<file path="src/rtl/gmt_pkg.sv">
`default_nettype none

package gmt_pkg;

  // Table geometry
  localparam int TABLE_SLOTS = 16;
  localparam int IDX_W       = (TABLE_SLOTS > 1) ? $clog2(TABLE_SLOTS) : 1;
  localparam int CNT_W       = $clog2(TABLE_SLOTS + 1);
  localparam int GROUP_W     = 16;
  localparam int EP_W        = 8;

  // Command codes
  localparam logic [1:0] CMD_ADD        = 2'd0;
  localparam logic [1:0] CMD_REMOVE     = 2'd1;
  localparam logic [1:0] CMD_REMOVE_ALL = 2'd2;
  localparam logic [1:0] CMD_QUERY      = 2'd3;

  // Status codes
  localparam logic [1:0] STS_SUCCESS = 2'd0;
  localparam logic [1:0] STS_FULL    = 2'd1;
  localparam logic [1:0] STS_INVALID = 2'd2;

  // Requests from the sequencer to the slot store
  typedef struct packed {
    logic               rd_en;
    logic [IDX_W-1:0]   rd_addr;
    logic               wr_en;
    logic [IDX_W-1:0]   wr_addr;
    logic [GROUP_W-1:0] wr_group;
    logic [EP_W-1:0]    wr_endpoint;
    logic               clr_one;
    logic [IDX_W-1:0]   clr_addr;
    logic               clr_all;
  } gmt_mem_req_t;

  // Registered read data from the slot store
  typedef struct packed {
    logic               valid;
    logic [GROUP_W-1:0] group;
    logic [EP_W-1:0]    endpoint;
  } gmt_mem_rsp_t;

  // Finished result of one item
  typedef struct packed {
    logic [1:0] status;
    logic       group_found;
  } gmt_result_t;

endpackage

`default_nettype wire

</file>
<file path="src/rtl/gmt_store.sv">
`default_nettype none

module gmt_store (
  input  wire                   clk,
  input  wire                   rst_n,
  input  gmt_pkg::gmt_mem_req_t req,
  output gmt_pkg::gmt_mem_rsp_t rsp
);
  import gmt_pkg::*;

  logic [GROUP_W+EP_W-1:0] slot_mem [TABLE_SLOTS];
  logic [TABLE_SLOTS-1:0]  slot_valid_r;
  logic [TABLE_SLOTS-1:0]  slot_valid_nxt;
  gmt_mem_rsp_t            rsp_r;

  // Write group and endpoint of a slot; read data is registered
  always_ff @(posedge clk) begin
    if (req.wr_en) begin
      slot_mem[req.wr_addr] <= {req.wr_group, req.wr_endpoint};
    end
    if (req.rd_en) begin
      {rsp_r.group, rsp_r.endpoint} <= slot_mem[req.rd_addr];
      rsp_r.valid                   <= slot_valid_r[req.rd_addr];
    end
  end

  // Update valid flags: clear all wins, then set on fill, clear on remove
  always_comb begin
    slot_valid_nxt = slot_valid_r;
    if (req.clr_all) begin
      slot_valid_nxt = '0;
    end else begin
      if (req.wr_en) begin
        slot_valid_nxt[req.wr_addr] = 1'b1;
      end
      if (req.clr_one) begin
        slot_valid_nxt[req.clr_addr] = 1'b0;
      end
    end
  end

  always_ff @(posedge clk) begin
    if (!rst_n) begin
      slot_valid_r <= '0;
    end else begin
      slot_valid_r <= slot_valid_nxt;
    end
  end

  assign rsp = rsp_r;

endmodule

`default_nettype wire

</file>
<file path="src/rtl/gmt_ctrl.sv">
`default_nettype none

module gmt_ctrl (
  input  wire                          clk,
  input  wire                          rst_n,
  input  wire                          in_valid,
  output logic                         in_stall,
  input  wire  [1:0]                   in_cmd,
  input  wire  [gmt_pkg::GROUP_W-1:0]  in_group_id,
  input  wire  [gmt_pkg::EP_W-1:0]     in_endpoint,
  output gmt_pkg::gmt_mem_req_t        mem_req,
  input  gmt_pkg::gmt_mem_rsp_t        mem_rsp,
  output logic                         res_valid,
  output gmt_pkg::gmt_result_t         res,
  input  wire                          res_taken
);
  import gmt_pkg::*;

  localparam logic [1:0] S_IDLE = 2'd0;
  localparam logic [1:0] S_SCAN = 2'd1;
  localparam logic [1:0] S_FIN  = 2'd2;

  logic [1:0]         state_r,     state_nxt;
  logic [CNT_W-1:0]   cnt_r,       cnt_nxt;
  logic               rd_pend_r,   rd_pend_nxt;
  logic [IDX_W-1:0]   rd_idx_r,    rd_idx_nxt;
  logic               match_r,     match_nxt;
  logic [IDX_W-1:0]   match_idx_r, match_idx_nxt;
  logic               free_r,      free_nxt;
  logic [IDX_W-1:0]   free_idx_r,  free_idx_nxt;
  logic               gfound_r,    gfound_nxt;
  logic [1:0]         cmd_r,       cmd_nxt;
  logic [GROUP_W-1:0] gid_r,       gid_nxt;
  logic [EP_W-1:0]    ep_r,        ep_nxt;

  logic accept;
  logic grp_hit;
  logic pair_hit;

  assign in_stall = (state_r != S_IDLE);
  assign accept   = in_valid && !in_stall;
  assign grp_hit  = mem_rsp.valid && (mem_rsp.group == gid_r);
  assign pair_hit = grp_hit && (mem_rsp.endpoint == ep_r);

  // Sequence: latch item, scan every slot (remove all skips the scan), then commit and hand over the result
  always_comb begin
    state_nxt     = state_r;
    cnt_nxt       = cnt_r;
    rd_pend_nxt   = 1'b0;
    rd_idx_nxt    = rd_idx_r;
    match_nxt     = match_r;
    match_idx_nxt = match_idx_r;
    free_nxt      = free_r;
    free_idx_nxt  = free_idx_r;
    gfound_nxt    = gfound_r;
    cmd_nxt       = cmd_r;
    gid_nxt       = gid_r;
    ep_nxt        = ep_r;
    mem_req       = '0;
    res_valid     = 1'b0;
    res           = '0;

    unique case (state_r)
      S_IDLE: begin
        if (accept) begin
          cmd_nxt    = in_cmd;
          gid_nxt    = in_group_id;
          ep_nxt     = in_endpoint;
          cnt_nxt    = '0;
          match_nxt  = 1'b0;
          free_nxt   = 1'b0;
          gfound_nxt = 1'b0;
          state_nxt  = (in_cmd == CMD_REMOVE_ALL) ? S_FIN : S_SCAN;
        end
      end

      S_SCAN: begin
        // Issue the next slot read
        if (cnt_r < CNT_W'(TABLE_SLOTS)) begin
          mem_req.rd_en   = 1'b1;
          mem_req.rd_addr = cnt_r[IDX_W-1:0];
          rd_pend_nxt     = 1'b1;
          rd_idx_nxt      = cnt_r[IDX_W-1:0];
          cnt_nxt         = cnt_r + 1'b1;
        end else if (!rd_pend_r) begin
          state_nxt = S_FIN;
        end
        // Check the slot read in the previous cycle; keep the lowest hits
        if (rd_pend_r) begin
          if (pair_hit && !match_r) begin
            match_nxt     = 1'b1;
            match_idx_nxt = rd_idx_r;
          end
          if (!mem_rsp.valid && !free_r) begin
            free_nxt     = 1'b1;
            free_idx_nxt = rd_idx_r;
          end
          if (grp_hit) begin
            gfound_nxt = 1'b1;
          end
        end
      end

      S_FIN: begin
        res_valid = 1'b1;
        unique case (cmd_r)
          CMD_ADD: begin
            if (match_r) begin
              res.status = STS_SUCCESS;
            end else if (free_r) begin
              res.status          = STS_SUCCESS;
              mem_req.wr_en       = res_taken;
              mem_req.wr_addr     = free_idx_r;
              mem_req.wr_group    = gid_r;
              mem_req.wr_endpoint = ep_r;
            end else begin
              res.status = STS_FULL;
            end
          end
          CMD_REMOVE: begin
            if (match_r) begin
              res.status       = STS_SUCCESS;
              mem_req.clr_one  = res_taken;
              mem_req.clr_addr = match_idx_r;
            end else begin
              res.status = STS_INVALID;
            end
          end
          CMD_REMOVE_ALL: begin
            res.status      = STS_SUCCESS;
            mem_req.clr_all = res_taken;
          end
          CMD_QUERY: begin
            res.status      = STS_SUCCESS;
            res.group_found = gfound_r;
          end
          default: begin
            res.status = STS_SUCCESS;
          end
        endcase
        if (res_taken) begin
          state_nxt = S_IDLE;
        end
      end

      default: begin
        state_nxt = S_IDLE;
      end
    endcase
  end

  always_ff @(posedge clk) begin
    if (!rst_n) begin
      state_r   <= S_IDLE;
      rd_pend_r <= 1'b0;
    end else begin
      state_r   <= state_nxt;
      rd_pend_r <= rd_pend_nxt;
    end
  end

  // Hold item and scan results
  always_ff @(posedge clk) begin
    cnt_r       <= cnt_nxt;
    rd_idx_r    <= rd_idx_nxt;
    match_r     <= match_nxt;
    match_idx_r <= match_idx_nxt;
    free_r      <= free_nxt;
    free_idx_r  <= free_idx_nxt;
    gfound_r    <= gfound_nxt;
    cmd_r       <= cmd_nxt;
    gid_r       <= gid_nxt;
    ep_r        <= ep_nxt;
  end

endmodule

`default_nettype wire

</file>
<file path="src/rtl/group_membership_table_core.sv">
`default_nettype none

// Channel  Direction  Handshake          Payload
// in_      input      in_valid/in_stall  in_cmd, in_group_id, in_endpoint
// out_     output     out_valid/out_stall out_status, out_group_found
//
// Add, remove and query scan every slot before the result is loaded into the
// output register; remove all skips the scan. The scan reads one slot a cycle
// through the single read port of the slot memory. A new item is taken once
// the previous one has been committed, while its result may still wait in
// the output register. Reset clears the valid flags of all slots at once. A
// stalled output holds the sequencer in its commit step until the output
// register frees up.

module group_membership_table_core (
  input  wire         clk,
  input  wire         rst_n,
  input  wire         in_valid,
  output logic        in_stall,
  input  wire  [1:0]  in_cmd,
  input  wire  [15:0] in_group_id,
  input  wire  [7:0]  in_endpoint,
  output logic        out_valid,
  input  wire         out_stall,
  output logic [1:0]  out_status,
  output logic        out_group_found
);
  import gmt_pkg::*;

  gmt_mem_req_t mem_req;
  gmt_mem_rsp_t mem_rsp;
  gmt_result_t  res;
  logic         res_valid;
  logic         res_taken;
  logic         out_valid_r;
  gmt_result_t  out_r;

  gmt_store u_store (
    .clk   (clk),
    .rst_n (rst_n),
    .req   (mem_req),
    .rsp   (mem_rsp)
  );

  gmt_ctrl u_ctrl (
    .clk         (clk),
    .rst_n       (rst_n),
    .in_valid    (in_valid),
    .in_stall    (in_stall),
    .in_cmd      (in_cmd),
    .in_group_id (in_group_id),
    .in_endpoint (in_endpoint),
    .mem_req     (mem_req),
    .mem_rsp     (mem_rsp),
    .res_valid   (res_valid),
    .res         (res),
    .res_taken   (res_taken)
  );

  // Load the output register when it is empty or being drained
  assign res_taken = res_valid && (!out_valid_r || !out_stall);

  always_ff @(posedge clk) begin
    if (!rst_n) begin
      out_valid_r <= 1'b0;
    end else if (res_taken) begin
      out_valid_r <= 1'b1;
    end else if (!out_stall) begin
      out_valid_r <= 1'b0;
    end
  end

  always_ff @(posedge clk) begin
    if (res_taken) begin
      out_r <= res;
    end
  end

  assign out_valid       = out_valid_r;
  assign out_status      = out_r.status;
  assign out_group_found = out_r.group_found;

  // Sequencer is busy in the cycle after an item is taken
  a_busy_after_accept: assert property (@(posedge clk) disable iff (!rst_n)
    (in_valid && !in_stall) |=> in_stall)
    else $error("input not stalled after an item was taken");

  // Only a query reports a found group, and always with success
  a_found_success: assert property (@(posedge clk) disable iff (!rst_n)
    (out_valid && out_group_found) |-> (out_status == STS_SUCCESS))
    else $error("group found reported with a failing status");

  // No undefined status code leaves the block
  a_status_code: assert property (@(posedge clk) disable iff (!rst_n)
    out_valid |-> (out_status == STS_SUCCESS || out_status == STS_FULL ||
                   out_status == STS_INVALID))
    else $error("undefined status code on output");

  // A stalled result is never overwritten by the sequencer
  a_no_overwrite: assert property (@(posedge clk) disable iff (!rst_n)
    (out_valid && out_stall) |=> (out_valid && $stable(out_status) &&
                                  $stable(out_group_found)))
    else $error("stalled result changed");

endmodule

`default_nettype wire
</file>
<file path="config.mk">
export PLATFORM = sky130hd
export DESIGN_NAME = group_membership_table_core
export DESIGN_NICKNAME = d
export VERILOG_FILES = /design/src/rtl/gmt_pkg.sv /design/src/rtl/gmt_store.sv /design/src/rtl/gmt_ctrl.sv /design/src/rtl/group_membership_table_core.sv
export SDC_FILE = /design/constraint.sdc
export NUM_CORES = 1
export LEC_CHECK = 0
export BUFFER_PORTS_ARGS = -buffer_cell sky130_fd_sc_hd__clkbuf_2
export CORE_ASPECT_RATIO = 0.8
export CORE_UTILIZATION = 55
export CTS_CLUSTER_SIZE = 30
export DETAILED_ROUTE_END_ITERATION = 8
export PLACE_DENSITY = 0.72
export SYNTH_ARGS = -nofsm -noshare
export SYNTH_HDL_FRONTEND = slang
export SYNTH_HIERARCHICAL = 1
export SYNTH_SLANG_ARGS = --single-unit
</file>
<file path="constraint.sdc">
create_clock -name clk -period 4.4 [get_ports clk]
set_input_delay 0 -clock clk [delete_from_list [all_inputs] [get_ports clk]]
set_output_delay 0 -clock clk [all_outputs]
set_load 0.1 [all_outputs]
</file>
Word-level counts from Yosys, hierarchy flattened:

Memory sizes are Yosys's and may differ from the RTL's. A register that Yosys moved wholly into a read port is not among the register bits.
Cells that the tools add are included.

* word-level logic and storage cells: 126
* bits of input ports: 30
* output and inout port bits: 5
* RAM bits: 384
* register bits after elaboration: 70
* memories kept: 1

Memory list
* u_store.slot_mem: words 16, width 24, rd ports 1, clocked after Yosys merged registers in 1, wr ports 1, RTL line gmt_store.sv:11 `logic [GROUP_W+EP_W-1:0] slot_mem [TABLE_SLOTS];`

* $add $sub $neg: 1
* muxes and demuxes: 47
* eq/ne operators: 18
* bitwise operators: 4
* order comparisons: 6
* reduce and logical (&&, ||, !) cells: 32

Operators with widths (count)
* 29-bit two-way mux: 3
* 16-bit two-way mux: 3
* 35-bit two-way mux: 1
* 5-bit two-way mux: 6
* 1-bit two-way mux: 19
* 16-bit AND: 1
* 16-bit equality test: 1
* 2-bit by 1-bit inequality test with 1-bit output, second input constant: 8
* 16-bit inverter: 1
* 16-bit bitwise OR: 1
* 4-bit AND reduction: 4
* 4-bit by 5-bit less-than comparator with 1-bit output, second input constant: 3
* 2-bit two-way mux: 6
* 2-bit case mux with 3 select lines: 2
* 5-bit case mux with 2 select lines: 1
* 3-bit AND reduction: 3
* 1-bit demux with 4-bit select: 2
* 2-bit equality test, second input constant: 4
* 8-bit equality test: 1
* 4-bit by 1-bit >= comparator with 1-bit output, second input constant: 2
* 1-bit logical AND: 8
* 2-bit AND reduction: 4
* 1-bit zero test: 6
* 1-bit case mux with 2 select lines: 3
* other kinds (10): 15

Longest topological paths before layout:

* depth in word-level cells: 16
* depth in mapped cells: 10
* depth with buffers taken out: 8

Hierarchy:

The synthesis kept the hierarchy.

By module, submodules not included
* gmt_store: area an instance 15939.0 um2, cells each 698, instances 1
* gmt_ctrl: area an instance 2243.4 um2, cells each 176, instances 1
* group_membership_table_core: area an instance 128.9 um2, cells each 7, instances 1

Worst setup path before layout:

No wires, ideal clock.

* path kind: flip-flop to flip-flop
* start point: reg out_valid_r, in the netlist out_valid
* end point: reg u_store.slot_valid_r[0]
* slack: -312 ps
* path buffers: 1
* arrival time: 4643 ps
* period minus slack after synthesis: 4712 ps
* cell stages (with the launch flop): 7
* cell sequence: dfxtp_1 -> a21boi_0 -> and3_1 -> nand2b_1 -> clkbuf_1 -> nor4_1 -> o221a_2

RTL lines
* from (decl): RTL line group_membership_table_core.sv:35 `logic out_valid_r;`
* from (signal assigned): RTL line group_membership_table_core.sv:65 `out_valid_r <= 1'b0;`
* from (signal assigned): RTL line group_membership_table_core.sv:67 `out_valid_r <= 1'b1;`
* from (signal assigned): RTL line group_membership_table_core.sv:69 `out_valid_r <= 1'b0;`
* to (signal assigned): RTL line gmt_store.sv:46 `slot_valid_r <= slot_valid_nxt;`
* to (decl): RTL line gmt_store.sv:12 `logic [TABLE_SLOTS-1:0] slot_valid_r;`

==> flow_metrics.py <==
metrics = {
    "outcome": {
        "status": "finished clean",
    },
    "floorplanning": {
        "initial_core_util_pct": 56.1,
        "pin_count": 35,
        "die_y_um": 165,
        "coreArea_um2": 32600,
        "rows": 59,
        "die_area_um2": 34000,
        "dieWidth_um": 206,
    },
    "synthesis": {
        "ys_seq_area_share_pct": 77.3,
        "synth.distinct_cells": 38,
        "syn_inst": 881,
        "ys.flop_type": "edfxtp_1",
        "syn_nets": 912,
        "async_reset_ff_share_pct": 0,
        "synth_area_per_cell_um2": 20.8,
        "syn_area_um2": 18300,
        "ys_ff_latch": 478,
        "synth_edf_count": 458,
        "ys.warnings.count": 6,
    },
    "cts": {
        "cts.sinks": 478,
        "cts_made_buffers": 44,
        "insertion_delay_ns": 0.56,
        "post-cts-setup-buffer-count": 0,
        "htreeDepth": 2,
        "cts_tree": "yes",
        "clk_path_buf_depth": 3,
        "cts-root-buf": "clkbuf_16",
        "clk_pin_slew_ns": 0.06,
    },
    "setup_path": {
        "critPathRequiredTime_ns": 4.63,
        "cp-start-kind": "flop",
        "arrival_ns": 3.71,
        "worstPathCellList": "nand2b_1 -> nor4_2 -> and3_1 -> or3b_2 -> nor2_4 -> buf_4",
        "critPathMaxFanout": 15,
        "crit_slowest_cell": "and3_1",
        "critPathBufInv": 1,
        "crit_family": "simple AND/OR/NAND/NOR gates",
        "critPathMaxStageDelay_ns": 0.56,
        "end_kind": "flop",
        "critPathKind": "flop to flop",
    },
    "timing": {
        "finalHoldViolCount": 0,
        "finClkSkew_ns": 0.0208,
        "setup_viol": 0,
        "min_period_over_period_pct": 79.1,
        "max_freq_mhz": 287,
        "final.setup.worst_slack_ns": 0.918,
        "relSlewSlack_pct": 19.0,
        "slew_violations": 0,
        "tightest_slew_ns": 1.21,
        "tns_ns": 0,
        "fin_crit_ns": 3.48,
        "rsz0062_at_grt": "no",
    },
    "finish": {
        "diodes": 0,
        "nFillCells": 2168,
        "final_cell_mix": "458 x edfxtp_1, 100 x mux4_2, 50 x a22oi_1, 44 x clkbuf_16, 35 x nand2_1",
        "drive_gt1_share_pct": 26.9,
        "post-route-util_pct": 64.2,
        "nets": 1007,
        "area_growth_pct": 14.5,
        "finalInstanceArea_um2": 21000,
        "final_common_cell": "edfxtp_1",
    },
    "power": {
        "powerDensity_nw_per_um2": 439,
        "p_leak_nw": 7.69,
        "p_switching_mw": 1.91,
        "combPwrFrac_pct": 4.1,
        "internal-power_mw": 7.30,
        "switching_share_pct": 20.7,
        "clkPwrFrac_pct": 41.1,
        "power_mw": 9.21,
        "p_seq_share_pct": 54.8,
        "max-vdd-ir-drop_mv": 0.316,
    },
    "place": {
        "preCtsSetupSlack_ns": 0.989,
        "hpwlAfterDp_um": 22200,
        "dpl_cell_area_um2": 19200,
        "globalplace.congestion": 0.824,
        "io_buffers": 34,
    },
    "grt": {
        "grt_pass1_wl_um": 59700,
        "grt_max_degree": 53,
        "grt_usage_pct": 25.1,
        "grt_pass1_vias": 8989,
        "antenna_found_initial": 0,
        "grt-ovfl-total": 0,
    },
    "detailed_routing": {
        "drt_iter0_drc": 1038,
        "antenna_left": 0,
        "dr.pass1.iters": 6,
        "drc_errors": 0,
        "wire_per_inst_um": 28.3,
        "wirelength_um": 40700,
        "viasPerCell": 6.46,
        "vias": 9289,
    },
    "flow_run": {
        "drv_cap": 0,
    },
    "min_path": {
        "hold_class": "input pin to flop",
    },
}
[per-layer routing]
metal	vias to the layer above	track usage [%]	part of all wire (%)
met4	0	6.25	1.9
met5	-	0	0
met3	57	4.96	10
met2	531	36.4	45
li1	3845	-	-
met1	4856	39.4	43
[what timing repair did]
item | in CTS | in global routing
resized for setup | 0 | 0
hold endpoints to repair | 33 | 0
hold buffers | 30 | 0
[flip-flops by register name, indices dropped and copies added, names as in the netlist, 4 cells and up]
register / cells
u_store/rsp: 25
u_ctrl/ep_r: 8
u_ctrl/rd_idx_r: 4
u_ctrl/gid_r: 16
u_ctrl/cnt_r: 5
u_store/slot_valid_r: 16
u_ctrl/free_idx_r: 4
u_ctrl/match_idx_r: 4
u_store/slot_mem: 384
[worst paths after layout]
| check | startpoint | to | slack, ns | cells past startpoint |
|---|---|---|---|---|
| worst min-delay path | in_endpoint[6] | u_ctrl/ep_r[6] | 0.15 | 2 |
| worst max-delay path | u_ctrl/state_r[0] | u_store/slot_mem[6][8] | 0.92 | 6 |
| worst min register to register | u_ctrl/rd_idx_r[3] | u_ctrl/match_idx_r[3] | 0.48 | 0 |
| worst max register to register | u_ctrl/state_r[0] | u_store/slot_mem[6][8] | 0.92 | 6 |
[cell usage after synthesis, types with 7 or more instances]
| master | count | share of area [%] |
|---|---|---|
| and2_1 | 12 | 0.41 |
| and3_1 | 29 | 0.99 |
| nand3_1 | 7 | 0.19 |
| clkbuf_1 | 24 | 0.49 |
| edfxtp_1 | 458 | 75 |
| o221a_2 | 14 | 0.86 |
| nor2_1 | 20 | 0.41 |
| xor2_1 | 17 | 0.81 |
| dfxtp_1 | 20 | 2.2 |
| nor3_1 | 11 | 0.30 |
| mux4_2 | 100 | 12 |
| a22oi_1 | 50 | 2.0 |
| xnor2_1 | 10 | 0.48 |
| nand2_1 | 35 | 0.72 |
| buf_1 | 8 | 0.16 |
[area by class of cell]
type	instances	area, um2	share of cell area [%]
clock buffer	54	1160	5.53
clock inverter	27	274	1.31
inverter	6	22.5	0.107
multi-input combinational	352	4060	19.4
sequential	478	14200	67.5
tap	427	534	2.55
timing repair buffer	94	758	3.62
[per-stage QoR]
step | hold WS, ns | instances
floorplan | 0.0989 | 881
global placement | 0.178 | 1327
detailed placement | 0.179 | 1327
CTS | 0.134 | 1438
global route | 0.144 | 1438
finish | 0.152 | 1438
[power groups by stage]
| stage | logic (mW) | clock network [mW] | registers (mW) |
|---|---|---|---|
| 4_1_cts | 0.376 | 3.85 | 5.05 |
| 6_report | 0.375 | 3.79 | 5.05 |
| 3_5_place_dp | 0.354 | 0 | 5.14 |
| 3_3_place_gp | 0.349 | 0 | 5.14 |
| 5_1_grt | 0.399 | 4.02 | 5.05 |
| 2_1_floorplan | 0.223 | 0 | 5.14 |
[worst register-to-register path, delay by kind of cell, from the launching register on]
family	cells	cell delay [ns]
simple gates	5	2.40
flops	1	0.39
buf+inv	1	0.37
[kinds of logic after synthesis]
| family | synth area share, % |
|---|---|
| buf+inv | 1.39 |
| fa+ha+maj | 0.0683 |
| xor+xnor | 1.29 |
| mux | 12.4 |
| simple gates | 4.23 |
| compound gates | 3.38 |
| flops | 77.3 |
No activity file was read; power rests on OpenSTA's default activity.
